<file path="src/rtl/core/text_extents_measure_unit_assert.svh">
// ----------------------------------------------------------------------------
// text_extents_measure_unit_assert
// Assertion macros for the text extents measure unit.
// ----------------------------------------------------------------------------
`ifndef TEXT_EXTENTS_MEASURE_UNIT_ASSERT_SVH
`define TEXT_EXTENTS_MEASURE_UNIT_ASSERT_SVH
// Implication checked on every rising clock edge outside reset.
`define TEM_ASSERT_IMP(label, clk, rst_n, lhs, rhs, msg) \
	label: assert property (@(posedge clk) disable iff (!rst_n) (lhs) |-> (rhs)) \
		else $error(msg);
// Next-cycle implication.
`define TEM_ASSERT_NXT(label, clk, rst_n, lhs, rhs, msg) \
	label: assert property (@(posedge clk) disable iff (!rst_n) (lhs) |=> (rhs)) \
		else $error(msg);
`endif

</file>
<file path="src/rtl/core/tem_ram.sv">
// ----------------------------------------------------------------------------
// tem_ram
// Generic single-port-write, one-read RAM with registered read data.
// ----------------------------------------------------------------------------
module tem_ram #(
	parameter int Width = 8,
	parameter int Depth = 16
) (
	input  logic                     clk,
	input  logic                     we,
	input  logic [$clog2(Depth)-1:0] waddr,
	input  logic [Width-1:0]         wdata,
	input  logic [$clog2(Depth)-1:0] raddr,
	output logic [Width-1:0]         rdata
);
	logic [Width-1:0] mem_q [Depth];
	always_ff @(posedge clk) begin
		if (we) mem_q[waddr] <= wdata;
		rdata <= mem_q[raddr];
	end
endmodule

</file>
<file path="config.mk">
export PLATFORM = sky130hd
export DESIGN_NAME = tem_ram
export DESIGN_NICKNAME = d
export VERILOG_FILES = /design/src/rtl/core/text_extents_measure_unit_assert.svh /design/src/rtl/core/tem_ram.sv
export SDC_FILE = /design/constraint.sdc
export NUM_CORES = 1
export LEC_CHECK = 0
export BUFFER_PORTS_ARGS = -buffer_cell sky130_fd_sc_hd__buf_2
export CAP_MARGIN = 5
export CORE_MARGIN = 10
export CORE_UTILIZATION = 40
export CTS_CLUSTER_SIZE = 28
export DETAILED_ROUTE_END_ITERATION = 10
export PLACE_DENSITY = 0.65
export REMOVE_ABC_BUFFERS = 1
export SLEW_MARGIN = 20
export SYNTH_ARGS = -nofsm -noshare
export SYNTH_HDL_FRONTEND = slang
export SYNTH_SLANG_ARGS = --single-unit
</file>
<file path="constraint.sdc">
create_clock -name clk -period 4.1 [get_ports clk]
set_clock_uncertainty 0.05 [all_clocks]
set_input_delay 0.205 -clock clk [delete_from_list [all_inputs] [get_ports clk]]
set_output_delay 0.205 -clock clk [all_outputs]
set_load 0.1 [all_outputs]
</file>
## After elaboration in Yosys (flattened, before gate mapping)

Memory sizes are Yosys's and may differ from the RTL's. A register that Yosys moved wholly into a read port is not among the register bits.
Cells that the tools add are included.
W data, S select, Z words.

| word-level totals | value |
|---|---|
| memories | 1 |
| output and inout bits | 8 |
| input port bits | 18 |
| RAM bits | 128 |
| logic and storage cells | 3 |
| register bits after elaboration | 0 |

| operators by class | value |
|---|---|
| mux-type cells | 2 |

Memory list:

| name | depth | width | rd ports | clocked after memory_dff | write ports | RTL line | RTL |
|---|---|---|---|---|---|---|---|
| mem_q | 16 | 8 | 1 | 1 | 1 | tem_ram.sv:16 | `logic [Width-1:0] mem_q [Depth];` |

Operators with widths:

| operator | number |
|---|---|
| $mux W1 | 2 |

## Longest topological paths before layout

| depth | value |
|---|---|
| depth after elaboration | 2 |
| mapped depth | 5 |
| gate-level depth less buffers | 3 |

## Worst setup path after synthesis

Ideal clock, no wire load.

| path | value |
|---|---|
| path type | input -> register |
| from | input port waddr[2] |
| to | memory mem_q[0][0] (enable) |
| library setup time | 0.383 ns |
| path slack | 2.352 ns |
| stages on the path | 2 |
| required time | 3.667 ns |
| path buffers | 0 |
| data arrival time | 1.315 ns |
| path through | or3b_2 > nor3_1 |

RTL lines:

| element | RTL line | RTL |
|---|---|---|
| start, declared | tem_ram.sv:11 | `input logic [$clog2(Depth)-1:0] waddr,` |
| end, declared | tem_ram.sv:16 |  |

No word-level cell before the write port.

==> flow_metrics.env <==
export IMPL_outcome="finished, final reports clean"
export IMPL_async_flop_share_pct=0
export IMPL_rrSetupSlack_ns=2.62
export IMPL_critPathKind="in -> reg"
export IMPL_cts_resized_gates=0
export IMPL_grt_pass1_wl_um=15200
export IMPL_die_w_um=133
export IMPL_vdd_ir_drop_max_mv=0.358
export IMPL_layoutNonFillerInstCount=449
export IMPL_grt_setup_unrepaired="false"
export IMPL_viasPerCell=5.33
export IMPL_antenna_found_initial=0
export IMPL_max_slew_margin_pct=32.6
export IMPL_crit_path_start_kind="input port"
export IMPL_crit_slowest_cell="mux4_1"
export IMPL_synth_distinct_cells=19
export IMPL_pin_count=26
export IMPL_grt_max_degree=33
export IMPL_gp_congestion=0.727
export IMPL_setup_tns_ns=0
export IMPL_synthTopCellsByCount="128 x edfxtp_1, 18 x mux4_2, 16 x a22oi_1, 14 x mux4_1, 13 x nor2_1"
export IMPL_synth_compound_area_share_pct=2.33
export IMPL_pre_cts_ws_ns=1.80
export IMPL_fin_crit_sh_pct=37.5
export IMPL_crit_fanout=32
export IMPL_clk_pin_slew_ns=0.06
export IMPL_dp_hpwl_um=6090
export IMPL_utilization_pct=47.4
export IMPL_grt_pass1_vias=2466
export IMPL_cts_sinks=136
export IMPL_avgRoutedWirePerCell_um=22.2
export IMPL_max_stage_delay_ns=0.64
export IMPL_drt_pass1_iterations=4
export IMPL_routed_wl_um=9990
export IMPL_synth_flop_cell="edfxtp_1"
export IMPL_cts_root_buf="clkbuf_16"
export IMPL_worst_slack_ns=2.56
export IMPL_cts_tree="built"
export IMPL_highest_layer="met4"
export IMPL_gr_usage_all_layers_pct=11.6
export IMPL_wl_met2_um=5040
export IMPL_die_y_um=133
export IMPL_layout_drive_gt1_share_pct=27.8
export IMPL_ys_ff_latch=136
export IMPL_fmax_ghz=0.651
export IMPL_hp_class="in -> reg"
export IMPL_num_fill_cells=1075
export IMPL_muxShareOfSynthArea_pct=15.0
export IMPL_io_buffers=25
export IMPL_clk_latency_ns=0.40
export IMPL_yosysWarnings=0
export IMPL_area_delta_synth_final_pct=16.2
export IMPL_dieArea_sq_um=17800
export IMPL_netlist_instances=229
export IMPL_h_tree_depth=4
export IMPL_synth_xor_area_share_pct=0
export IMPL_synth_simple_gate_area_share_pct=3.18
export IMPL_post_route_min_period_ns=1.54
export IMPL_synth_edf_count=128
export IMPL_synth_top_family_by_area="multiplexers"
export IMPL_setup_viol=0
export IMPL_yosysMostFrequentCell="edfxtp_1"
export IMPL_synth_top_area_share_pct=74.7
export IMPL_initial_utilization_pct=40.8
export IMPL_cts_setup_buffers=0
export IMPL_drv_cap=0
export IMPL_synth_area_leader_cell="edfxtp_1"
export IMPL_fp_coreArea_sq_um=12600
export IMPL_route_detailed_drc=0
export IMPL_vias=2392
export IMPL_p_leak_uw=0.00196
export IMPL_met3_length_um=512
export IMPL_fin_nets=282
export IMPL_hold_viol=0
export IMPL_powerDensity_nw_per_um2=530
export IMPL_drv_slew=0
export IMPL_dp_cells=417
export IMPL_critical_path_required_ns=4.33
export IMPL_cts_hold_buf=0
export IMPL_cp_arrival_ns=1.77
export IMPL_ant_nets=0
export IMPL_synth_fa_ha_area_share_pct=0
export IMPL_grt_overflow_total=0
export IMPL_worstMarginPinSlew_ns=1.01
export IMPL_wl_met1_um=4300
export IMPL_holdWs_ns=0.144
export IMPL_cp_cell_sequence="buf_4 -> mux4_1 -> a22oi_1 -> nand2_1"
export IMPL_synth_area_leaders="edfxtp_1 75%, mux4_2 7.9%, mux4_1 7.1%, dfxtp_1 3.1%, a22oi_1 2.3%"
export IMPL_ys_seq_area_share_pct=77.8
export IMPL_cts_max_path_buffers=2
export IMPL_netlist_area_sq_um=5150
export IMPL_endpoint_kind="register"
export IMPL_cts_buffers=17
export IMPL_drtIter0Drc=241
export IMPL_diodes=0
export IMPL_fp_row_count=41
export IMPL_syn_area_per_cell_sq_um=22.5
[registers in the layout, summed over array words and instances, names as in the netlist]
name / cells
mem_q: 128
rdata: 8
[layout make-up]
type / count / area [sq um] / area share (%)
sequential: 136 / 4000 / 66.9
clock buffer: 19 / 433 / 7.24
timing repair buffer: 26 / 135 / 2.26
clock inverter: 13 / 124 / 2.07
multi-input combinational: 83 / 1070 / 17.9
tap: 172 / 215 / 3.60
[worst paths after layout]
kind                               from                    end  cells past startpoint
hold / removal                 wdata[3]  mem_q[0][3]$_DFFE_PP_                      1
hold reg to reg   mem_q[4][2]$_DFFE_PP_       rdata[2]$_DFF_P_                      3
setup / recovery               raddr[0]       rdata[3]$_DFF_P_                      4
setup reg to reg  mem_q[1][3]$_DFFE_PP_       rdata[3]$_DFF_P_                      3
[layer usage]
| layer | track usage (%) | vias to the layer above |
|---|---|---|
| li1 | - | 1047 |
| met1 | 15.1 | 1265 |
| met2 | 18.3 | 71 |
| met3 | 3.31 | 9 |
| met4 | 3.99 | 0 |
| met5 | 0 | - |
[cell usage in the layout (no fill, tap or decap)]
cell type	count
nor2b_1	1
dfxtp_1	8
nand2b_1	2
buf_2	24
mux4_1	14
nor2_1	13
clkinv_4	3
bufinv_16	1
nand3b_1	2
clkbuf_1	2
clkbuf_16	17
mux4_2	18
nand2_1	9
nor3_1	1
a22oi_1	16
nor3_2	3
and2_1	1
or3b_2	1
inv_6	3
and2b_1	1
clkinv_1	1
clkinvlp_4	5
buf_4	2
nand3_1	1
edfxtp_1	128
[metrics by stage]
| step | area, sq um | total power (uW) |
|---|---|---|
| global placement | 5420 | 1790 |
| finish | 5980 | 3170 |
| floorplan | 5060 | 1720 |
| global route | 5980 | 3260 |
| CTS | 5980 | 3190 |
| detailed placement | 5420 | 1800 |
[where the power goes]
part | leakage (uW) | internal, uW | switching [uW]
combinational | 0.000480 | 55.7 | 147
clock | 0.000254 | 839 | 563
sequential | 0.00122 | 1550 | 10.6
[worst max-delay path: cells and delay by family]
family,cells,cell delay (ns)
simple gates,1,0.10
buf+inv,1,0.48
compound gates,1,0.33
mux,1,0.64
[kinds of logic (layout without fill, tap and decap cells)]
logic type	count (synthesis)	count (layout)
AOI/OAI and AO/OA	16	16
and+or+nand+nor	35	35
buffers and inverters	10	58
DFF	136	136
muxes	32	32
Note: power is estimated with default switching activity, not from simulation.
